[config.mk]
export PLATFORM = sky130hd
export DESIGN_NAME = shift_jis_glyph_layout
export DESIGN_NICKNAME = d
export VERILOG_FILES = /design/src/rtl/sjgl_pkg.sv /design/src/rtl/sjgl_layout.sv /design/src/rtl/sjgl_out_fifo.sv /design/src/rtl/shift_jis_glyph_layout.sv
export VERILOG_INCLUDE_DIRS = /design/src /design/src/rtl
export SDC_FILE = /design/constraint.sdc
export NUM_CORES = 1
export LEC_CHECK = 0
export ABC_AREA = 1
export ABC_CLOCK_PERIOD_IN_PS = 11900
export BUFFER_PORTS_ARGS = -buffer_cell sky130_fd_sc_hd__buf_2
export CAP_MARGIN = 20
export CORE_ASPECT_RATIO = 1.4
export CORE_UTILIZATION = 63
export CTS_CLUSTER_SIZE = 40
export DETAILED_ROUTE_END_ITERATION = 7
export PLACE_DENSITY = 0.79
export SLEW_MARGIN = 20
export SYNTH_ARGS = -nofsm -noshare
export SYNTH_HDL_FRONTEND = slang
export SYNTH_SLANG_ARGS = --single-unit
[constraint.sdc]
create_clock -name clk -period 11.9 [get_ports clk]
set_input_delay 2.975 -clock clk [delete_from_list [all_inputs] [get_ports clk]]
set_output_delay 2.975 -clock clk [all_outputs]
set_load 0.005 [all_outputs]
[src/rtl/assert_macros.svh]
// Assertion macros shared by the RTL of the glyph layout block.
// Needs a clock named clk and an active-low reset named rst_n in scope.
`ifndef ASSERT_MACROS_SVH
`define ASSERT_MACROS_SVH
`ifndef SYNTHESIS
`define SJGL_ASSERT(lbl, prop, msg) \
  lbl: assert property (@(posedge clk) disable iff (!rst_n) prop) else $error(msg);
`define SJGL_NEVER(lbl, cond, msg) \
  `SJGL_ASSERT(lbl, !(cond), msg)
`else
`define SJGL_ASSERT(lbl, prop, msg)
`define SJGL_NEVER(lbl, cond, msg)
`endif
`endif

[src/rtl/sjgl_pkg.sv]
// Types, constants and byte classification functions for the glyph layout.
// Used by every module of the block; depends on nothing.
package sjgl_pkg;

  localparam int GLYPH_WIDTH  = 6;
  localparam int GLYPH_HEIGHT = 12;
  localparam int SCREEN_WIDTH = 480;

  localparam int SPACE_GLYPH  = 176;
  localparam int ROW_GLYPHS   = 384;

  // Output queue
  localparam int FIFO_DEPTH = 4;
  localparam int PTR_W      = $clog2(FIFO_DEPTH);
  localparam int CNT_W      = $clog2(FIFO_DEPTH + 1);

  localparam int IN_TDATA_W  = 40;
  localparam int OUT_TDATA_W = 40;

  localparam logic [7:0] BYTE_NUL = 8'h00;
  localparam logic [7:0] BYTE_LF  = 8'h0A;

  typedef struct packed {
    logic       first;
    logic [8:0] start_x;
    logic [8:0] start_y;
    logic [7:0] cur;
    logic [7:0] nxt;
  } sjgl_item_t;

  typedef struct packed {
    logic [13:0] glyph;
    logic [8:0]  x;
    logic [15:0] y;
    logic        last;
  } sjgl_res_t;

  // Results pushed by one step: count 0..2, plus lead-held flag for checks
  typedef struct packed {
    logic [1:0] n;
    logic       lead_held;
  } sjgl_push_t;

  function automatic logic is_lead(input logic [7:0] c);
    return (c >= 8'h81 && c <= 8'h9F) || (c >= 8'hE0 && c <= 8'hEF);
  endfunction

  function automatic logic is_trail(input logic [7:0] c);
    return (c >= 8'h40 && c <= 8'h7E) || (c >= 8'h80 && c <= 8'hFC);
  endfunction

  function automatic logic [7:0] single_glyph(input logic [7:0] c);
    logic [7:0] g;
    g = 8'h00;
    if (c >= 8'h20 && c <= 8'h7E) begin
      g = c - 8'h20;
    end else if (c >= 8'hA1 && c <= 8'hDF) begin
      g = c - 8'h40;
    end else if (c >= 8'hF0 && c <= 8'hFD) begin
      g = c - 8'h50;
    end
    return g;
  endfunction

  // Lead table: bit 6 = slot populated, bits 5:0 = row entry
  function automatic logic [6:0] lead_entry(input logic [5:0] slot);
    logic [6:0] e;
    e = 7'd0;
    if (slot >= 6'd1 && slot <= 6'd4) begin
      e = {1'b1, slot - 6'd1};
    end else if (slot >= 6'd7 && slot <= 6'd42) begin
      e = {1'b1, slot - 6'd3};
    end else if (slot == 6'd45 || slot == 6'd46) begin
      e = {1'b1, slot - 6'd5};
    end
    return e;
  endfunction

  // First half-glyph of a double-byte character
  function automatic logic [13:0] double_glyph(input logic [7:0] lead,
                                               input logic [7:0] trail);
    logic [6:0]  e;
    logic [7:0]  t_off;
    logic [13:0] g;
    e     = lead_entry(lead[5:0]);
    t_off = trail - 8'h40;
    g     = 14'(SPACE_GLYPH);
    if (e[6] && is_trail(trail)) begin
      g = 14'(SPACE_GLYPH) + 14'(e[5:0]) * 14'(ROW_GLYPHS) + 14'({t_off, 1'b0});
    end
    return g;
  endfunction

endpackage

[src/rtl/sjgl_layout.sv]
// Cursor and pending-lead state plus the per-byte layout step.
// Depends on sjgl_pkg; feeds up to two results per step to the output queue.
module sjgl_layout import sjgl_pkg::*; (
  input  logic       clk,
  input  logic       rst_n,
  input  logic       step_en,
  input  sjgl_item_t item,
  output sjgl_push_t push,
  output sjgl_res_t  res0,
  output sjgl_res_t  res1
);

  localparam logic [9:0] X_LIM1 = 10'(SCREEN_WIDTH - GLYPH_WIDTH);
  localparam logic [9:0] X_LIM2 = 10'(SCREEN_WIDTH - 2 * GLYPH_WIDTH);

  logic [7:0]  pend_r, pend_nxt;
  logic [9:0]  cx_r, cx_nxt;
  logic [15:0] cy_r, cy_nxt;
  logic [8:0]  lsx_r, lsx_nxt;
  logic        stop_r, stop_nxt;

  logic [7:0]  pend_e;
  logic [9:0]  cx_e;
  logic [15:0] cy_e;
  logic [8:0]  lsx_e;
  logic        stop_e;
  logic [9:0]  cx_p1;
  logic [13:0] g2;

  // Apply string start before handling the byte
  always_comb begin
    if (item.first) begin
      pend_e = 8'h00;
      cx_e   = {1'b0, item.start_x};
      cy_e   = {7'd0, item.start_y};
      lsx_e  = item.start_x;
      stop_e = 1'b0;
    end else begin
      pend_e = pend_r;
      cx_e   = cx_r;
      cy_e   = cy_r;
      lsx_e  = lsx_r;
      stop_e = stop_r;
    end
  end

  assign cx_p1 = cx_e + 10'(GLYPH_WIDTH);
  assign g2    = double_glyph(pend_e, item.cur);

  // Classify the byte and place its glyphs
  always_comb begin
    pend_nxt       = pend_e;
    cx_nxt         = cx_e;
    cy_nxt         = cy_e;
    lsx_nxt        = lsx_e;
    stop_nxt       = stop_e;
    push.n         = 2'd0;
    push.lead_held = (pend_e != 8'h00);
    res0.glyph     = 14'(single_glyph(item.cur));
    res0.x         = cx_e[8:0];
    res0.y         = cy_e;
    res0.last      = 1'b1;
    res1.glyph     = g2 + 14'd1;
    res1.x         = cx_p1[8:0];
    res1.y         = cy_e;
    res1.last      = 1'b1;
    priority if (stop_e) begin
      // drop everything until the next string
    end else if (item.cur == BYTE_NUL) begin
      stop_nxt = 1'b1;
    end else if (item.cur == BYTE_LF) begin
      cx_nxt   = {1'b0, lsx_e};
      cy_nxt   = cy_e + 16'(GLYPH_HEIGHT);
      pend_nxt = 8'h00;
    end else if (pend_e != 8'h00) begin
      if (cx_e > X_LIM2) begin
        stop_nxt = 1'b1;
      end else begin
        res0.glyph = g2;
        res0.last  = 1'b0;
        push.n     = 2'd2;
        cx_nxt     = cx_e + 10'(2 * GLYPH_WIDTH);
        pend_nxt   = 8'h00;
      end
    end else if (is_lead(item.cur) && is_trail(item.nxt)) begin
      pend_nxt = item.cur;
    end else if (cx_e > X_LIM1) begin
      stop_nxt = 1'b1;
    end else begin
      push.n = 2'd1;
      cx_nxt = cx_p1;
    end
  end

  // Advance state on each step
  always_ff @(posedge clk) begin
    if (!rst_n) begin
      pend_r <= 8'h00;
      cx_r   <= 10'd0;
      cy_r   <= 16'd0;
      lsx_r  <= 9'd0;
      stop_r <= 1'b0;
    end else if (step_en) begin
      pend_r <= pend_nxt;
      cx_r   <= cx_nxt;
      cy_r   <= cy_nxt;
      lsx_r  <= lsx_nxt;
      stop_r <= stop_nxt;
    end
  end

endmodule

[src/rtl/sjgl_out_fifo.sv]
// Result queue: takes zero, one or two results per cycle, hands out one per cycle while out_tready is high.
// Depends on sjgl_pkg.
module sjgl_out_fifo import sjgl_pkg::*; (
  input  logic                   clk,
  input  logic                   rst_n,
  input  logic                   wr_en,
  input  sjgl_push_t             push,
  input  sjgl_res_t              res0,
  input  sjgl_res_t              res1,
  output logic [CNT_W-1:0]       level,
  output logic                   out_tvalid,
  input  logic                   out_tready,
  output logic [OUT_TDATA_W-1:0] out_tdata,
  output logic                   out_tlast
);

  sjgl_res_t        mem_r [FIFO_DEPTH];
  logic [PTR_W-1:0] wp_r, wp_nxt, rp_r, rp_nxt;
  logic [CNT_W-1:0] cnt_r, cnt_nxt;
  logic [PTR_W-1:0] wp_p1;
  logic [1:0]       n_in;
  logic             pop;
  sjgl_res_t        head;

  assign n_in  = wr_en ? push.n : 2'd0;
  assign pop   = out_tvalid && out_tready;
  assign wp_p1 = wp_r + PTR_W'(1);

  // Pointer and fill count bookkeeping
  always_comb begin
    wp_nxt  = wp_r + PTR_W'(n_in);
    rp_nxt  = pop ? rp_r + PTR_W'(1) : rp_r;
    cnt_nxt = cnt_r + CNT_W'(n_in) - CNT_W'(pop);
  end

  always_ff @(posedge clk) begin
    if (!rst_n) begin
      wp_r  <= '0;
      rp_r  <= '0;
      cnt_r <= '0;
    end else begin
      wp_r  <= wp_nxt;
      rp_r  <= rp_nxt;
      cnt_r <= cnt_nxt;
    end
  end

  // Store results in arrival order
  always_ff @(posedge clk) begin
    if (n_in != 2'd0) begin
      mem_r[wp_r] <= res0;
    end
    if (n_in == 2'd2) begin
      mem_r[wp_p1] <= res1;
    end
  end

  assign head       = mem_r[rp_r];
  assign level      = cnt_r;
  assign out_tvalid = (cnt_r != '0);
  assign out_tdata  = OUT_TDATA_W'({head.y, head.x, head.glyph});
  assign out_tlast  = head.last;

endmodule

[src/rtl/shift_jis_glyph_layout.sv]
// Shift-JIS glyph layout: input register, single-pass layout step, result queue.
// Path: an accepted request waits in the input register until the queue has
// room for a pair, then its step pushes its results into the queue in order.
// Throughput: one input byte per cycle while the queue has room, one result
// out per cycle while out_tready is high; the input stalls while the 4-entry
// queue holds more than two results. Synchronous active-low reset clears the
// cursor, pending lead, stop flag and queue; no clearing pass.
`include "assert_macros.svh"
module shift_jis_glyph_layout import sjgl_pkg::*; (
  input  logic                   clk,
  input  logic                   rst_n,
  input  logic                   in_tvalid,
  output logic                   in_tready,
  // in_tdata: start_x[8:0], start_y[17:9], cur_byte[25:18], next_byte[33:26]
  input  logic [IN_TDATA_W-1:0]  in_tdata,
  // in_tuser: first_byte[0]
  input  logic [0:0]             in_tuser,
  output logic                   out_tvalid,
  input  logic                   out_tready,
  // out_tdata: glyph_index[13:0], pos_x[22:14], pos_y[38:23]
  output logic [OUT_TDATA_W-1:0] out_tdata,
  output logic                   out_tlast
);

  logic             in_v_r, in_v_nxt;
  sjgl_item_t       item_r;
  logic             room;
  logic             step;
  logic             in_acc;
  logic [CNT_W-1:0] level;
  sjgl_push_t       push;
  sjgl_res_t        res0, res1;

  // Step only when the queue has room for a pair
  assign room      = (level <= CNT_W'(FIFO_DEPTH - 2));
  assign step      = in_v_r && room;
  assign in_tready = !in_v_r || room;
  assign in_acc    = in_tvalid && in_tready;

  always_comb begin
    in_v_nxt = in_v_r;
    if (in_acc) begin
      in_v_nxt = 1'b1;
    end else if (step) begin
      in_v_nxt = 1'b0;
    end
  end

  // Hold the accepted request
  always_ff @(posedge clk) begin
    if (!rst_n) begin
      in_v_r <= 1'b0;
    end else begin
      in_v_r <= in_v_nxt;
    end
  end

  always_ff @(posedge clk) begin
    if (in_acc) begin
      item_r.first   <= in_tuser[0];
      item_r.start_x <= in_tdata[8:0];
      item_r.start_y <= in_tdata[17:9];
      item_r.cur     <= in_tdata[25:18];
      item_r.nxt     <= in_tdata[33:26];
    end
  end

  sjgl_layout u_layout (
    .clk     (clk),
    .rst_n   (rst_n),
    .step_en (step),
    .item    (item_r),
    .push    (push),
    .res0    (res0),
    .res1    (res1)
  );

  sjgl_out_fifo u_fifo (
    .clk        (clk),
    .rst_n      (rst_n),
    .wr_en      (step),
    .push       (push),
    .res0       (res0),
    .res1       (res1),
    .level      (level),
    .out_tvalid (out_tvalid),
    .out_tready (out_tready),
    .out_tdata  (out_tdata),
    .out_tlast  (out_tlast)
  );

  `SJGL_NEVER(a_fifo_level, level > CNT_W'(FIFO_DEPTH), "result queue overfilled")
  `SJGL_ASSERT(a_pair_whole, out_tvalid && out_tready && !out_tlast |=> out_tvalid, "pair split")
  `SJGL_ASSERT(a_pair_lead, step && push.n == 2'd2 |-> push.lead_held, "pair without lead")
  `SJGL_NEVER(a_push_code, step && push.n == 2'd3, "bad result count")

endmodule
**After elaboration in Yosys (flattened, before gate mapping)**

Memory sizes are Yosys's and may differ from the RTL's. A register that Yosys moved wholly into a read port is not among the register bits.
Index checks and enable logic that the tools add are counted.
Widths: inputs -> output; s select.

- Memories: 1
- Output and inout bits: 43
- Word-level logic and storage cells: 148
- Register bits: 87
- Input port bits: 45
- Bits in writable memories: 160

Memory list:

| name | words | width | rd ports | clocked after Yosys merged registers in | wr ports | line | text |
|---|---|---|---|---|---|---|---|
| u_fifo.mem_r | 4 | 40 | 1 | 1 | 2 | sjgl_out_fifo.sv:17 | `sjgl_res_t mem_r [FIFO_DEPTH];` |

- Equal/unequal tests: 4
- $add $sub $neg: 17
- Mux-type cells: 60
- $lt $le $gt $ge: 24
- Multiply operators: 1
- Reduce and logical (&&, ||, !) cells: 27

Operators by type and width:

| operator | count |
|---|---|
| $mux 14 | 6 |
| $mux 10 | 8 |
| $mux 8 | 10 |
| $mux 16 | 4 |
| $ge 8x8->1 const B | 6 |
| $le 8x8->1 const B | 6 |
| $mux 7 | 3 |
| $gt 10x9->1 const B | 2 |
| $mux 1 | 19 |
| $mux 2 | 9 |
| $add 16x4->16 const B | 1 |
| $ge 8x7->1 const B | 2 |
| $le 8x7->1 const B | 2 |
| $logic_and 1x1->1 | 16 |
| $sub 8x7->8 const B | 2 |
| $add 14x1->14 const B | 1 |
| $add 14x9->14 | 1 |
| $add 8x14->14 const A | 1 |
| $eq 6x6->1 const B | 2 |
| $add 10x3->10 const B | 1 |
| $add 10x4->10 const B | 1 |
| $mux 9 | 1 |
| $eq 8x4->1 const B | 1 |
| $ge 8x6->1 const B | 1 |
| other kinds (21) | 27 |

**Longest topological paths before layout**

Gate-level depths: netlist of run 1.

- Depth in word-level cells: 15
- Depth in mapped cells: 29
- Gate-level depth less buffers: 26

**Hierarchy**

A second synthesis of run 1 with hierarchy kept.

- Cells, all modules: 1,718
- Area total of the unflattened synthesis: 14,809.2 um2

Modules (own cells, without submodules):

| module | cells each | seq. area each (um2) | area an instance (um2) | times used |
|---|---|---|---|---|
| sjgl_out_fifo | 857 | 4,984.8 | 8,785.9 | 1 |
| sjgl_layout | 815 | 880.8 | 4,903.5 | 1 |
| shift_jis_glyph_layout | 46 | 1,071.0 | 1,119.8 | 1 |

**Least setup slack after synthesis of run 1**

Ideal clock, no wire load.

- Kind: input -> register
- Start: input in_tvalid
- End: register item_r[0] in the netlist's numbering (enable)
- Setup slack: 6,722 ps
- Setup time: 439 ps
- Path buffers: 0
- Data required time: 11,461 ps
- Arrival time: 4,739 ps
- Stages on the path: 2
- Path through: inv_1 a21oi_1

- Longest elaborated chain between the ends: 1

RTL lines:

| item | line | text |
|---|---|---|
| start: declaration | shift_jis_glyph_layout.sv:12 | `input logic in_tvalid,` |
| $logic_and 1x1->1 | shift_jis_glyph_layout.sv:38 | `assign in_acc = in_tvalid && in_tready;` |
| net in_acc | shift_jis_glyph_layout.sv:29 | `logic in_acc;` |
| end: declaration | shift_jis_glyph_layout.sv:26 | `sjgl_item_t item_r;` |

The timed path passes the listed nets, and every way through them passes these cells.
A chain may end at the register's enable or synchronous reset.

==> impl_metrics.yaml, run 1 <==
outcome:
  status: "finished clean"
floorplanning:
  coreArea_sq_um: 21200
  num_io_pins: 88
  die-height_um: 176.1
  die_w_um: 126.4
  fp.dieArea_sq_um: 22260
  rows: 63
  start_util_pct: 64.35
synth:
  yosysUniqueCellTypes: 53
  synth_edf_count: 191
  synth_seq_area_share_pct: 50.54
  syn_inst: 1533
  synth_top_area_share_pct: 42.03
  netlist_area_sq_um: 13650
  synth_warnings: 0
  synth-seq-cells: 249
  yosysTopAreaCell: "edfxtp_1"
  synth.avg_cell_area_sq_um: 8.901
  synth_nets: 1623
  ys.flop_type: "edfxtp_1"
  ys_async_sr_fraction_pct: 0
  ys_top_cells_by_area: "edfxtp_1 (42%), dfxtp_1 (8.5%), nand2_1 (7.1%)"
power_and_ir_drop:
  power_density_nw_per_um2: 195.0
  p_leak_nw: 6.039
  totalPowerFinal_mw: 2.905
  ir_worst_vdd_v: 0.0001302
place:
  place_area_sq_um: 14030
  place.gp.congestion: 0.8925
  port-buffer-count: 80
  pre_cts_slack_ns: 7.029
  dp_hpwl_mm: 21.01
worst_setup_path:
  r2r_cells: 15
  path_class: "reg2out"
  timing.reg2reg.setup_slack_ns: 7.00
  start_kind: "flip-flop"
  r2r-start: "item_r[34]"
  r2r_end: "u_fifo.mem_r[3][28]"
  cp_max_fo: 49
  cp.required_ns: 8.93
  arrival_ns: 2.48
  end_kind: "output port"
layout:
  final_cell_mix: "nand2_1 (257), edfxtp_1 (191), nor2_1 (162), o21ai_0 (148), a21oi_1 (128)"
  nets: 1663
  final_common_cell: "nand2_1"
  drive_above_1_share_pct: 13.51
  fin_area_sq_um: 14900
  n_antenna_cell: 0
  fin_util_pct: 70.28
  syn2layout_area_growth_pct: 9.206
clock_tree:
  cts_hold_buf: 0
  clock_sinks: 249
  cts_tree: "built"
  cts_buffer_depth: 3
  clk_latency_ns: 0.54
  post_cts_buffers: 0
  cts_resized: 0
  cts-root-buf: "clkbuf_16"
  cts_made_buffers: 24
  clk_pin_slew_worst_paths_ns: 0.06
  htreeDepth: 1
drt:
  ant_nets: 0
  drc: 0
  routedWlPerCell_um: 17.70
  drt_iter0_markers: 885
  first_pass_iters: 5
  via_count: 11280
  routed_via_density: 6.092
  wl_mm: 32.76
min_path:
  min-delay-start: "u_fifo.mem_r[2][0]"
  hold_path_depth: 2
  min_path_type: "reg2reg"
  hold-path-endpoint: "u_fifo.mem_r[2][0]"
global_routing:
  globalRouteTotalUtil_pct: 29.98
  grt_pass1_vias: 10730
  gr-total-overflow: 0
  antenna_found_initial: 0
  grt_pass1_wl_mm: 52.96
  grt_max_degree: 81
sta:
  setup_violations: 0
  setup_tns_ns: 0
  period_minus_slack_ns: 5.450
  maxSlewViolCount: 0
  worst_clock_skew_ns: 0.02338
  finalCritPeriodShare_pct: 45.80
  hold_violations: 0
  rsz0062_at_grt: "no"
  tightest_slew_ns: 0.9696
  clock.fmax_mhz: 183.5
  slew_headroom_pct: 33.51
  fin_ws_ns: 6.450
flow_run:
  drv_cap: 0
synthesized netlist by cell type (all sizes together), types with 2 or more instances:
library cell and instances:
dfxtp 58, edfxtp 191, a31oi 12, nand3b 2, o21a 4, buf 39, nand4 11, ha 42
o22ai 73, a21oi 129, fa 3, and2 2, nor3 3, a21o 2, nand2 292, clkbuf 40
mux2i 4, nand3 97, xor2 20, o31ai 2, a211oi 6, nor2 174, a21boi 2, inv 116
nor4 2, o211ai 8, clkinv 5, or2 5, xnor2 10, o21ai 175
flip-flops by register name, summed over array words and instances, names as in the netlist, named ones only:
signal / flops
in_v_r: 1
item_r: 35
u_fifo.level: 3
u_fifo.mem_r: 160
u_fifo.rp_r: 2
u_fifo.wp_r: 2
u_layout.cx_r: 10
u_layout.cy_r: 16
u_layout.lsx_r: 9
u_layout.pend_r: 8
u_layout.stop_r: 1
worst max-delay path by stage:
stage               cells past startpoint  slack (ns)       endpoint
global route                            4        6.37  out_tdata[16]
detailed placement                      4        7.03  out_tdata[17]
finish                                  4        6.45  out_tdata[17]
global placement                        4        7.05  out_tdata[17]
floorplan                               2        6.72      item_r[0]
CTS                                     4        6.48  out_tdata[17]
report_power, final:
group	switching [mW]	internal (mW)
sequential	0.0511	1.05
combinational	0.674	0.326
clock	0.331	0.474
cell type report:
cell class / instances / area (sq um)
inverter: 121 / 465.4
clock inverter: 15 / 161.4
tap: 260 / 325.3
timing repair buffer: 93 / 518.0
fill: 1641 / 6302
multi-input combinational: 1084 / 5853
clock buffer: 29 / 680.7
sequential: 249 / 6898
through the flow:
stage / cells / hold WS [ns]
after floorplan: 1533 / 0.4236
after global placement: 1806 / 0.4345
after detailed placement: 1806 / 0.4381
after CTS: 1850 / 0.4538
after global routing: 1851 / 0.5021
final: 1851 / 0.4541
per-layer routing:
metal / up-vias / part of all wire, % / global-route usage [%]
met2: 490 / 50 / 52.97
met1: 5290 / 40 / 36.77
li1: 5413 / - / -
met3: 83 / 6.7 / 3.485
met4: 0 / 3.2 / 13.65
met5: - / 0 / 0
logic make-up after synthesis:
logic type	after synthesis	synth area share (%)
compound gates	414	16.50
xor+xnor	30	1.926
fa+ha+maj	45	4.291
buf+inv	200	6.648
flops	249	50.54
mux	4	0.2934
other cells	1	0.02748
simple gates	590	19.77
worst max-delay path, cell delays in order (launching register included):
cell and delay, ns:
dfxtp_2 0.69, buf_4 0.53, o21ai_0 0.17, o22ai_1 0.33, buf_2 0.19
Note: power is estimated with default switching activity, not from simulation.
==> run 2: changes to the inputs <==
--- a/config.mk
+++ b/config.mk
@@ -7,14 +7,14 @@
 export NUM_CORES = 1
 export LEC_CHECK = 0
 export ABC_AREA = 1
-export ABC_CLOCK_PERIOD_IN_PS = 11900
+export ABC_CLOCK_PERIOD_IN_PS = 5000
 export BUFFER_PORTS_ARGS = -buffer_cell sky130_fd_sc_hd__buf_2
 export CAP_MARGIN = 20
 export CORE_ASPECT_RATIO = 1.4
-export CORE_UTILIZATION = 63
+export CORE_UTILIZATION = 55
 export CTS_CLUSTER_SIZE = 40
 export DETAILED_ROUTE_END_ITERATION = 7
-export PLACE_DENSITY = 0.79
+export PLACE_DENSITY = 0.73
 export SLEW_MARGIN = 20
 export SYNTH_ARGS = -nofsm -noshare
 export SYNTH_HDL_FRONTEND = slang
==> constraint.sdc (replaced) <==
create_clock -name clk -period 5 [get_ports clk]
set_input_delay 1.25 -clock clk [delete_from_list [all_inputs] [get_ports clk]]
set_output_delay 1.25 -clock clk [all_outputs]
set_load 0.005 [all_outputs]
==> run 2 against run 1 <==
Worst setup slack lost 5.9 ns. Sequential power is 140% higher. Register-to-register slack lost 6.5 ns. Largest power group unchanged. Cell count is 3.2% higher. Cell area rose by 0.69%. Clock power up 130%. Routed wire length is 4.7% higher. First-iteration DRC count grew 25%. Via count up 0.15%. Critical path type is now reg2reg.
==> impl_metrics.yaml, run 2 (same netlist as run 1, synthesis figures left out) <==
sta:
  maxSlewViolCount: 0
  setup_violations: 0
  clock.fmax_mhz: 222.4
  period_minus_slack_ns: 4.496
  setup_tns_ns: 0
  hold_slack_ns: 0.4628
  worst_clock_skew_ns: 0.01538
  slew_headroom_pct: 29.74
  hold_violations: 0
  fin_ws_ns: 0.5044
  rsz0062_at_grt: "no"
  tightest_slew_ns: 1.025
  finalCritPeriodShare_pct: 89.91
layout:
  largestRegisters: "u_fifo.mem_r x160, item_r x35, u_layout.cy_r x16"
  top_register: "u_fifo.mem_r"
  largest_reg_flops: 160
  stdcell_count: 1910
  fin_util_pct: 62.15
  final_cell_mix: "nand2_1 (257), edfxtp_1 (191), nor2_1 (162), o21ai_0 (148), a21oi_1 (128)"
  drive_above_1_share_pct: 13.63
  nets: 1673
  syn2layout_area_growth_pct: 9.958
  fillers: 2064
  final_common_cell: "nand2_1"
  fin_area_sq_um: 15000
  n_antenna_cell: 0
power_and_ir_drop:
  internal_power_mw: 4.377
  power_density_nw_per_um2: 459.9
  p_sw_mw: 2.524
  ir_worst_vdd_v: 0.0003053
  clkPwrFrac_pct: 27.2
  sw_frac_of_total_pct: 36.57
  power_frac_comb_pct: 35.1
  seqPwrFrac_pct: 37.7
  totalPowerFinal_mw: 6.900
  p_leak_nw: 6.038
global_routing:
  grt_max_degree: 81
  globalRouteTotalUtil_pct: 27.35
  grt_pass1_wl_mm: 54.98
  grt_pass1_vias: 10930
  gr-total-overflow: 0
  antenna_found_initial: 0
worst_setup_path:
  path_class: "reg2reg"
  r2r_cells: 25
  r2r_end: "u_fifo.mem_r[2][39]"
  arrival_ns: 4.86
  timing.reg2reg.setup_slack_ns: 0.50
  cp.required_ns: 5.37
  end_kind: "flip-flop"
  r2r-start: "item_r[34]"
  cp_max_fo: 6
  start_kind: "flip-flop"
place:
  pre_cts_slack_ns: 0.5309
  dp_hpwl_mm: 22.16
  port-buffer-count: 80
  place_area_sq_um: 14170
  dpl.cell_count: 1866
  place.gp.congestion: 0.9166
flow_run:
  drv_cap: 0
floorplanning:
  start_util_pct: 56.52
  die-height_um: 188.4
  rows: 67
  fp.dieArea_sq_um: 25450
  die_w_um: 135.1
  coreArea_sq_um: 24140
  num_io_pins: 88
drt:
  first_pass_iters: 7
  drt_iter0_markers: 1105
  wl_mm: 34.29
  drc: 0
  routedWlPerCell_um: 17.95
  routed_via_density: 5.913
  ant_nets: 0
  via_count: 11290
clock_tree:
  cts_buffer_depth: 3
  clock_sinks: 249
  cts_resized: 0
  clk_latency_ns: 0.53
  htreeDepth: 1
  clk_pin_slew_worst_paths_ns: 0.07
  cts_hold_buf: 0
  cts_tree: "built"
  cts-root-buf: "clkbuf_16"
  post_cts_buffers: 0
  cts_made_buffers: 24
min_path:
  min_path_type: "reg2reg"
  min-delay-start: "u_fifo.mem_r[2][0]"
  hold-path-endpoint: "u_fifo.mem_r[2][0]"
  hold_path_depth: 2
outcome:
  status: "finished clean"
## run 2: changes by cell type in the layout (fill, tap and decap cells not counted), sizes merged
cell / previous run / this run
bufinv: 3 / 4
clkinvlp: 1 / 2
buf: 93 / 103
clkbuf: 29 / 28
clkinv: 13 / 11
## run 2: power groups by stage
| stage | clock network [mW] | registers [mW] | logic, mW |
|---|---|---|---|
| 5_1_grt | 1.98 | 2.62 | 2.72 |
| 3_3_place_gp | 0 | 2.63 | 2.34 |
| 3_5_place_dp | 0 | 2.64 | 2.40 |
| 4_1_cts | 1.90 | 2.60 | 2.41 |
| 2_1_floorplan | 0 | 2.62 | 1.75 |
| 6_report | 1.88 | 2.60 | 2.42 |
## run 2: worst max-delay path, cell delays in order (launching register included)
cell and delay, ns:
edfxtp_1 0.49, inv_4 0.10, nand2_1 0.15, inv_1 0.15
ha_1 0.23, o21ai_0 0.16, nand2_1 0.07, nand2_1 0.06
nand2_1 0.05, nand2_1 0.21, a21oi_1 0.08, o21ai_0 0.33
inv_1 0.12, ha_1 0.32, ha_1 0.30, ha_1 0.31
nand3_1 0.08, nand2_1 0.07, nand2_1 0.07, nand2_1 0.08
nand3_1 0.12, o21ai_0 0.24, nand2_1 0.07, nand2_1 0.07
nand3_1 0.22, nor2_1 0.19
## run 2: final cells by class
class / count / area [sq um] / area share, %
flip-flops and latches: 249 / 6898 / 45.97
multi-input cells: 1084 / 5853 / 39.01
clock buffers: 28 / 615.6 / 4.103
repair buffers: 103 / 593.1 / 3.953
inverters: 121 / 465.4 / 3.102
well taps: 310 / 387.9 / 2.585
clock inverters: 15 / 191.4 / 1.276
## run 2: worst max-delay path by stage
stage,from,to,slack (ns),cells after the start
after floorplan,item_r[34],u_fifo.mem_r[1][39],0.72,26
after global placement,item_r[34],u_fifo.mem_r[1][39],0.65,24
after detailed placement,item_r[34],u_fifo.mem_r[2][39],0.53,25
after CTS,item_r[34],u_fifo.mem_r[2][39],0.49,25
after global routing,item_r[34],u_fifo.mem_r[1][39],0.03,25
final,item_r[34],u_fifo.mem_r[2][39],0.50,25
## run 2: per-layer routing
metal  up-vias  GRT usage (%)  routed length [um]
met1      5361          33.36               13490
met4         0          10.76                 893
met3        60          3.417                2483
met2       444          48.54               17420
li1       5428              -                   -
met5         -              0                   0
